File: src/sv/postfix_stack_evaluator_assert.svh
// Assertion macros used by the postfix stack evaluator top level.
`ifndef POSTFIX_STACK_EVALUATOR_ASSERT_SVH
`define POSTFIX_STACK_EVALUATOR_ASSERT_SVH

// Same-cycle implication, checked on every rising edge outside reset.
`define PSE_ASSERT_NOW(label, ante, cons, msg) \
  label: assert property (@(posedge clk) disable iff (rst) (ante) |-> (cons)) \
    else $error(msg);

// Implication checked in the cycle after the antecedent.
`define PSE_ASSERT_NEXT(label, ante, cons, msg) \
  label: assert property (@(posedge clk) disable iff (rst) (ante) |=> (cons)) \
    else $error(msg);

`endif

File: src/sv/pse_pkg.sv
// Types, codes and helpers shared by the postfix stack evaluator.
package pse_pkg;

  localparam int DATA_W = 32;

  typedef logic [DATA_W-1:0] word_t;

  // Status codes reported with each result.
  localparam logic [1:0] ST_OK        = 2'd0;
  localparam logic [1:0] ST_OVERFLOW  = 2'd1;
  localparam logic [1:0] ST_UNDERFLOW = 2'd2;
  localparam logic [1:0] ST_DIVZERO   = 2'd3;

  // Operator characters.
  localparam logic [7:0] SYM_ADD = 8'h2B;
  localparam logic [7:0] SYM_SUB = 8'h2D;
  localparam logic [7:0] SYM_MUL = 8'h2A;
  localparam logic [7:0] SYM_DIV = 8'h2F;
  localparam logic [7:0] SYM_XOR = 8'h5E;
  localparam logic [7:0] SYM_MOD = 8'h25;

  // Offset subtracted from any other character before it is pushed.
  localparam word_t DIGIT_BASE = 32'd48;

  localparam logic [7:0] LIMIT_RESET = 8'd100;

  typedef enum logic [1:0] {
    S_IDLE,
    S_READ,
    S_DIV,
    S_EMIT
  } state_t;

  function automatic logic is_operator(input logic [7:0] sym);
    logic hit;
    case (sym) inside
      SYM_ADD, SYM_SUB, SYM_MUL, SYM_DIV, SYM_XOR, SYM_MOD: hit = 1'b1;
      default: hit = 1'b0;
    endcase
    return hit;
  endfunction

endpackage

File: src/sv/pse_divider.sv
// Iterative signed divider: one quotient bit per cycle, then a sign fix step.
module pse_divider (
  input  logic           clk,
  input  logic           rst,
  input  logic           start,
  input  pse_pkg::word_t dividend,
  input  pse_pkg::word_t divisor,
  output logic           done,
  output pse_pkg::word_t quotient,
  output pse_pkg::word_t remainder
);

  localparam int W     = pse_pkg::DATA_W;
  localparam int CNT_W = $clog2(W);

  logic             run;
  logic             fix;
  logic [CNT_W-1:0] count;
  pse_pkg::word_t   rem;
  pse_pkg::word_t   quo;
  pse_pkg::word_t   dvs;
  logic             neg_q;
  logic             neg_r;

  logic [W:0]       shifted;
  logic [W:0]       diff;

  // The partial remainder stays below the divisor magnitude, so W bits hold it.
  assign shifted = {rem, quo[W-1]};
  assign diff    = shifted - {1'b0, dvs};

  always_ff @(posedge clk) begin
    if (rst) begin
      run  <= 1'b0;
      fix  <= 1'b0;
      done <= 1'b0;
    end else begin
      done <= 1'b0;
      if (start) begin
        run <= 1'b1;
      end else if (run && count == CNT_W'(W - 1)) begin
        run <= 1'b0;
        fix <= 1'b1;
      end else if (fix) begin
        fix  <= 1'b0;
        done <= 1'b1;
      end
    end
  end

  always_ff @(posedge clk) begin
    if (start) begin
      // Magnitudes are taken as unsigned, so the most negative value works too.
      quo   <= dividend[W-1] ? (~dividend + pse_pkg::word_t'(1)) : dividend;
      dvs   <= divisor[W-1] ? (~divisor + pse_pkg::word_t'(1)) : divisor;
      rem   <= '0;
      count <= '0;
      neg_q <= dividend[W-1] ^ divisor[W-1];
      neg_r <= dividend[W-1];
    end else if (run) begin
      if (!diff[W]) begin
        rem <= diff[W-1:0];
        quo <= {quo[W-2:0], 1'b1};
      end else begin
        rem <= shifted[W-1:0];
        quo <= {quo[W-2:0], 1'b0};
      end
      count <= count + CNT_W'(1);
    end
  end

  always_ff @(posedge clk) begin
    if (fix) begin
      quotient  <= neg_q ? (~quo + pse_pkg::word_t'(1)) : quo;
      remainder <= neg_r ? (~rem + pse_pkg::word_t'(1)) : rem;
    end
  end

endmodule
File: config.mk
export PLATFORM = sky130hd
export DESIGN_NAME = pse_divider
export DESIGN_NICKNAME = d
export VERILOG_FILES = /design/src/sv/postfix_stack_evaluator_assert.svh /design/src/sv/pse_pkg.sv /design/src/sv/pse_divider.sv
export SDC_FILE = /design/constraint.sdc
export NUM_CORES = 1
export LEC_CHECK = 0
export BUFFER_PORTS_ARGS = -buffer_cell sky130_fd_sc_hd__buf_2
export CAP_MARGIN = 0
export CORE_MARGIN = 8
export CORE_UTILIZATION = 50
export DETAILED_ROUTE_END_ITERATION = 10
export GPL_ROUTABILITY_DRIVEN = 0
export HOLD_SLACK_MARGIN = 0.06
export PLACE_DENSITY = 0.7
export SETUP_SLACK_MARGIN = 0.2
export SLEW_MARGIN = 30
export SYNTH_ARGS = -nofsm -noshare
export SYNTH_HDL_FRONTEND = slang
export SYNTH_SLANG_ARGS = --single-unit
File: constraint.sdc
create_clock -name clk -period 3.4 [get_ports clk]
set_input_delay 0.34 -clock clk [delete_from_list [all_inputs] [get_ports clk]]
set_output_delay 0.34 -clock clk [all_outputs]
set_load 0.005 [all_outputs]
== Word-level counts from Yosys, hierarchy flattened ==
Cells that the tools add are included.
Cells by class
  eq/ne operators: 1
  bitwise gates (word level): 5
  mux-type cells: 12
  add/subtract/negate cells: 6
  reductions and logical operators: 4
Operators by type and width (number)
  two-way mux 32 bit: 6
  adder 32 x 1 -> 32 bit, second input constant: 4
  NOT 32 bit: 4
  subtractor 33 x 32 -> 33 bit: 1
  two-way mux 31 bit: 1
  adder 5 x 1 -> 5 bit, second input constant: 1
  == test 5 bit, second input constant: 1
  two-way mux 1 bit: 5
  nonzero test 2 bit: 2
  OR reduction 3 bit: 1
  logical AND 1 bit: 1
  bitwise XOR 1 bit: 1
Word-level totals
  bits of input ports: 67
  register bits after elaboration: 170
  output and inout bits: 65

== Longest topological paths before layout ==
  depth after elaboration: 4
  depth in mapped cells: 13
  gate-level depth less buffers: 12

== Worst setup path before layout ==
OpenSTA, ideal clock, no wires.
  path type: register to register
  from: register quo[31]
  to: register rem[21]
  buffers on the path: 0
  stages on the path, launching flop included: 13
  slack: 0.631 ns
  data arrival time: 2.683 ns
  cells stage by stage: edfxtp_1 > inv_1 > ha_1 > fa_1 > nor2b_1 > o2111ai_1 > a31oi_1 > a21o_1 > a211o_1 > nand3_2 > a2111oi_0 > a221oi_1 > a211oi_1
On the way
  longest elaborated chain between the ends: 2
Ends and longest elaborated chain
  start: declaration: line pse_divider.sv:20  | pse_pkg::word_t quo;
  start signal: assignment: line pse_divider.sv:54  | quo <= dividend[W-1] ? (~dividend + pse_pkg::word_t'(1)) : dividend;
  start signal: assignment: line pse_divider.sv:63  | quo <= {quo[W-2:0], 1'b1};
  start signal: assignment: line pse_divider.sv:66  | quo <= {quo[W-2:0], 1'b0};
  subtractor 33 x 32 -> 33 bit: line pse_divider.sv:30  | assign diff = shifted - {1'b0, dvs};
  two-way mux 32 bit: line pse_divider.sv:61  | if (!diff[W]) begin
  end signal: assignment: line pse_divider.sv:62  | rem <= diff[W-1:0];
  end signal: assignment: line pse_divider.sv:65  | rem <= shifted[W-1:0];
  end: declaration: line pse_divider.sv:19  | pse_pkg::word_t rem;
No other way between the ends.
A chain may end at the register's enable or synchronous reset.

== Worst setup path in the final report ==
  from: register rem[18]
  to: register rem[8]
On the way
  longest elaborated chain between the ends: 2
Ends and longest elaborated chain (line)
  subtractor 33 x 32 -> 33 bit: pse_divider.sv:30
  two-way mux 32 bit: pse_divider.sv:61
No other way between the ends.

==> results.md <==
| Step | Metric | Value |
|---|---|---|
| finish | Finished Core Util | 58.7% |
| drt | Number of search-and-repair iterations in the first detailed-routing pass | 5 |
| clock tree | Root cell of the clock tree | sky130_fd_sc_hd__clkbuf_16 |
| worst setup path | Max stage delay cell, worst path | sky130_fd_sc_hd__or3_1 |
| worst setup path | Slowest cell delay on critical path | 0.40 ns |
| yosys | Synthesized netlist net count | 1,172 |
| outcome | Run status | finished clean |
| clock tree | Clock Path Buffers | 2 |
| clock tree | Hold buffer count at cts | 0 |
| worst setup path | Crit path arrival time | 3.33 ns |
| hold path | Cell count of the worst hold path | 2 |
| yosys | Mapped cell area | 10,300 sq um |
| drt | Final antenna-violating net count | 0 |
| worst setup path | Critical-path cell list | ha_1, a21oi_1, o21ai_0, or3_1, a21o_1, a31oi_1, nand3_2, buf_12, o31a_1, a211oi_1 |
| hold path | End of the worst hold path | fix$_SDFFE_PP0N_ |
| drt | Iteration-0 DRC Markers | 574 |
| timing | Fin crit period | 3.00 ns |
| finish | Area used by multi-input combinational logic | 5260 sq um |
| worst setup path | Capture point of the worst reg-to-reg path | rem[8]$_SDFFE_PP0P_ |
| finish | Final design area excluding fillers | 11,900 sq um |
| timing | Transition time of the tightest slew-check pin | 0.928 ns |
| clock tree | Clock Sink Count | 170 |
| power and ir drop | Reported leakage power | 0.00457 uW |
| finish | Layout filler cell count | 1,742 |
| global routing | Initial antenna violation count | 0 |
| die | Height of the chip | 160 um |
| power and ir drop | Design Power | 5390 uW |
| worst setup path | CP Buf/Inv Count | 1 |
| timing | Post-Route Skew | 0.00827 ns |
| drt | Average vias per placed instance | 5.55 |
| run | Maxcap violations | 0 |
| drt | Number of DRC violations after detailed routing | 0 |
| finish | Layout cells sized above 1 | 17.4% |
| die | Die width | 160 um |
| yosys | Top post-synthesis cells by area | sky130_fd_sc_hd__edfxtp_1 38%, sky130_fd_sc_hd__xnor2_1 8.3%, sky130_fd_sc_hd__dfxtp_1 7.8% |
| placed design | Post-detailed-placement cell area | 11,200 sq um |
| clock tree | Clock latency on the worst-skew pair | 0.42 ns |
| yosys | Synth top area share | 37.9% |
| placed design | Final HPWL from detailed placement | 17,200 um |
| clock tree | Number of clock buffers inserted by TritonCTS | 17 |
| worst setup path | Register-to-register setup slack | 0.40 ns |
| timing | Number of setup violations in the final report | 0 |
| die | Core Footprint | 20,200 sq um |
| power and ir drop | Power density over the cells | 454 nW/um^2 |
| clock tree | CTS H-tree depth | 4 |
| drt | Aggregate routed wire length | 22,600 um |
| worst setup path | Worst reg2reg startpoint | rem[18]$_SDFFE_PP0P_ |
| global routing | Wire length of the first global-routing pass | 37,500 um |
| yosys | Avg Synthesized Cell Area | 9.67 sq um |
| finish | Layout Nets | 1,290 |
| worst setup path | Largest delay contributor family on the critical path | compound AO/OA/AOI/OAI gates |
| timing | Maximum clock frequency | 334 MHz |
| timing | Period utilisation layout | 88.2% |
| yosys | Post-synthesis async set-or-reset flop share | 0% |
| drt | Wirelength per Cell | 15.4 um |
| finish | Number of antenna cells inserted | 0 |
| global routing | Final global-route overflow total | 0 |
| placed design | Port buffer count | 131 |
| worst setup path | Max FO, Critical Path | 34 |
| die | Initial core utilization | 50.9% |
| global routing | GRT Total Usage | 17.6% |
| finish | Sequential cell area | 4710 sq um |
| die | I/O pins | 132 |
| yosys | Post-synth cell types | 61 |
| yosys | Most common flop cell mapped by yosys | sky130_fd_sc_hd__edfxtp_1 |
| die | Site Rows | 52 |
| timing | Final Max Slew Viols | 0 |
| timing | Number of hold-slack violations in the final timing report | 0 |
| drt | Vias post-DR | 8,138 |
| yosys | Seq/Total Area, Yosys | 45.6% |
| hold path | Worst hold path startpoint | rst |
| power and ir drop | Largest vdd supply drop | 0.336 mV |
| global routing | Largest net degree at the start of global routing | 50 |
| timing | Normalized max-slew margin | 38.1% |
| yosys | Total of flip-flops plus latches after synthesis | 170 |
| worst setup path | Critical path class | register to register |
| yosys | EDFF count, synth | 130 |
| yosys | Post-Synthesis Cells | 1,066 |
| worst setup path | CP Launch Type | register |
| clock tree | Clk slew on worst S/H paths | 0.07 ns |
| clock tree | CTS tree | yes |
| die | Die Outline Area | 25,500 sq um |
| global routing | Vias in the first global route | 7,708 |
| worst setup path | Endpoint kind of the worst setup timing path | register |
| timing | RSZ-0062 raised after global routing | true |
| finish | Most frequent cells in the layout | 130 x sky130_fd_sc_hd__edfxtp_1, 130 x sky130_fd_sc_hd__buf_2, 110 x sky130_fd_sc_hd__nor2_1 |
| hold path | Hold WC Path Type | primary input to register |
| worst setup path | Data required, critical path | 3.74 ns |
| timing | Setup tns final | 0 ns |
| finish | Area delta synth->final | 15.2% |
| yosys | Dominant cell type by area after synthesis | sky130_fd_sc_hd__edfxtp_1 |
| worst setup path | R2r worst-path depth | 10 |
| yosys | Yosys warnings | 0 |
## per-stage QoR
step	cells	hold WS (ns)	setup WS, ns
after CTS	1464	0.0850	0.235
after detailed placement	1432	0.495	0.255
final	1467	0.113	0.403
after global placement	1432	0.478	0.345
after floorplan	1066	0.412	0.631
after global routing	1467	0.104	0.190
## cell families (layout without fill, tap and decap cells)
family / after synthesis / count (layout) / share of synthesized area, %
buffers and inverters: 102 / 233 / 3.82
XOR/XNOR: 148 / 148 / 12.6
AND/OR/NAND/NOR: 307 / 307 / 14.2
adder cells (fa/ha/maj): 39 / 39 / 4.81
multiplexers: 9 / 9 / 0.874
AO/OA/AOI/OAI: 291 / 291 / 18.1
flip-flops: 170 / 170 / 45.6
## report_power, final
group          leakage, uW  switching [uW]  internal [uW]
clock             0.000278             833           1020
sequential         0.00155             125           2400
combinational      0.00274             573            438
total              0.00457            1530           3860
## worst register-to-register path, stage by stage (launching register included)
cell and delay, ns:
sky130_fd_sc_hd__dfxtp_2 0.37, sky130_fd_sc_hd__ha_1 0.39, sky130_fd_sc_hd__a21oi_1 0.22, sky130_fd_sc_hd__o21ai_0 0.19, sky130_fd_sc_hd__or3_1 0.40, sky130_fd_sc_hd__a21o_1 0.20, sky130_fd_sc_hd__a31oi_1 0.26, sky130_fd_sc_hd__nand3_2 0.17
sky130_fd_sc_hd__buf_12 0.20, sky130_fd_sc_hd__o31a_1 0.28, sky130_fd_sc_hd__a211oi_1 0.22
## state kept, by name (all words and copies together) (netlist names)
register	cells
done	1
count	5
neg_r	1
fix	1
quo	32
quotient	32
run	1
neg_q	1
dvs	32
remainder	32
rem	32
## how the worst max path moves through the flow
stage	start	endpoint	slack [ns]	cells after the start
2_1_floorplan	quo[31]$_DFFE_PP_	rem[21]$_SDFFE_PP0P_	0.63	12
3_3_place_gp	quo[8]$_DFFE_PP_	quotient[31]$_DFFE_PP_	0.35	8
3_5_place_dp	quo[31]$_DFFE_PP_	rem[21]$_SDFFE_PP0P_	0.26	12
4_1_cts	quo[31]$_DFFE_PP_	rem[21]$_SDFFE_PP0P_	0.24	12
5_1_grt	rem[3]$_SDFFE_PP0P_	rem[21]$_SDFFE_PP0P_	0.19	10
6_report	rem[18]$_SDFFE_PP0P_	rem[8]$_SDFFE_PP0P_	0.40	10
## cells in the mapped netlist, types with 4 or more instances
cell / number
sky130_fd_sc_hd__edfxtp_1: 130
sky130_fd_sc_hd__mux2i_1: 9
sky130_fd_sc_hd__o21a_1: 5
sky130_fd_sc_hd__a2111oi_0: 4
sky130_fd_sc_hd__o21bai_1: 6
sky130_fd_sc_hd__nand2_1: 82
sky130_fd_sc_hd__or3_1: 12
sky130_fd_sc_hd__nor4_1: 11
sky130_fd_sc_hd__clkbuf_1: 37
sky130_fd_sc_hd__or2_2: 9
sky130_fd_sc_hd__or4_1: 12
sky130_fd_sc_hd__o21ai_0: 70
sky130_fd_sc_hd__a32oi_1: 4
sky130_fd_sc_hd__nor2_1: 110
sky130_fd_sc_hd__nor3_1: 11
sky130_fd_sc_hd__and3_1: 5
sky130_fd_sc_hd__inv_1: 53
sky130_fd_sc_hd__xor2_1: 50
sky130_fd_sc_hd__a21oi_1: 81
sky130_fd_sc_hd__nand3_1: 12
sky130_fd_sc_hd__buf_1: 4
sky130_fd_sc_hd__buf_2: 6
sky130_fd_sc_hd__a211o_1: 4
sky130_fd_sc_hd__dfxtp_1: 40
sky130_fd_sc_hd__nand4_1: 5
sky130_fd_sc_hd__o31ai_1: 30
sky130_fd_sc_hd__a31oi_1: 9
sky130_fd_sc_hd__xnor2_1: 98
sky130_fd_sc_hd__a21o_1: 12
sky130_fd_sc_hd__o41ai_1: 20
sky130_fd_sc_hd__ha_1: 38
sky130_fd_sc_hd__nand2b_1: 19
sky130_fd_sc_hd__a211oi_1: 22
## cell type report
| class | count | share of cell area, % |
|---|---|---|
| clock inverters | 15 | 1.19 |
| clock buffers | 17 | 3.58 |
| inverters | 54 | 1.71 |
| repair buffers | 147 | 6.66 |
| multi-input cells | 794 | 44.3 |
| flip-flops and latches | 170 | 39.7 |
| well taps | 270 | 2.85 |
## timing repair
action,in CTS,in global routing
endpoints found under the setup margin,0,32
setup buffers,0,3
resized for setup,0,15
hold endpoints to repair,0,0
## metal layers
layer / global-route usage, % / routed length (um)
met3: 4.34 / 1480
met4: 4.67 / 239
met2: 27.4 / 10100
met5: 0 / 0
met1: 24.2 / 10800
(Power assumes the default switching activity.)
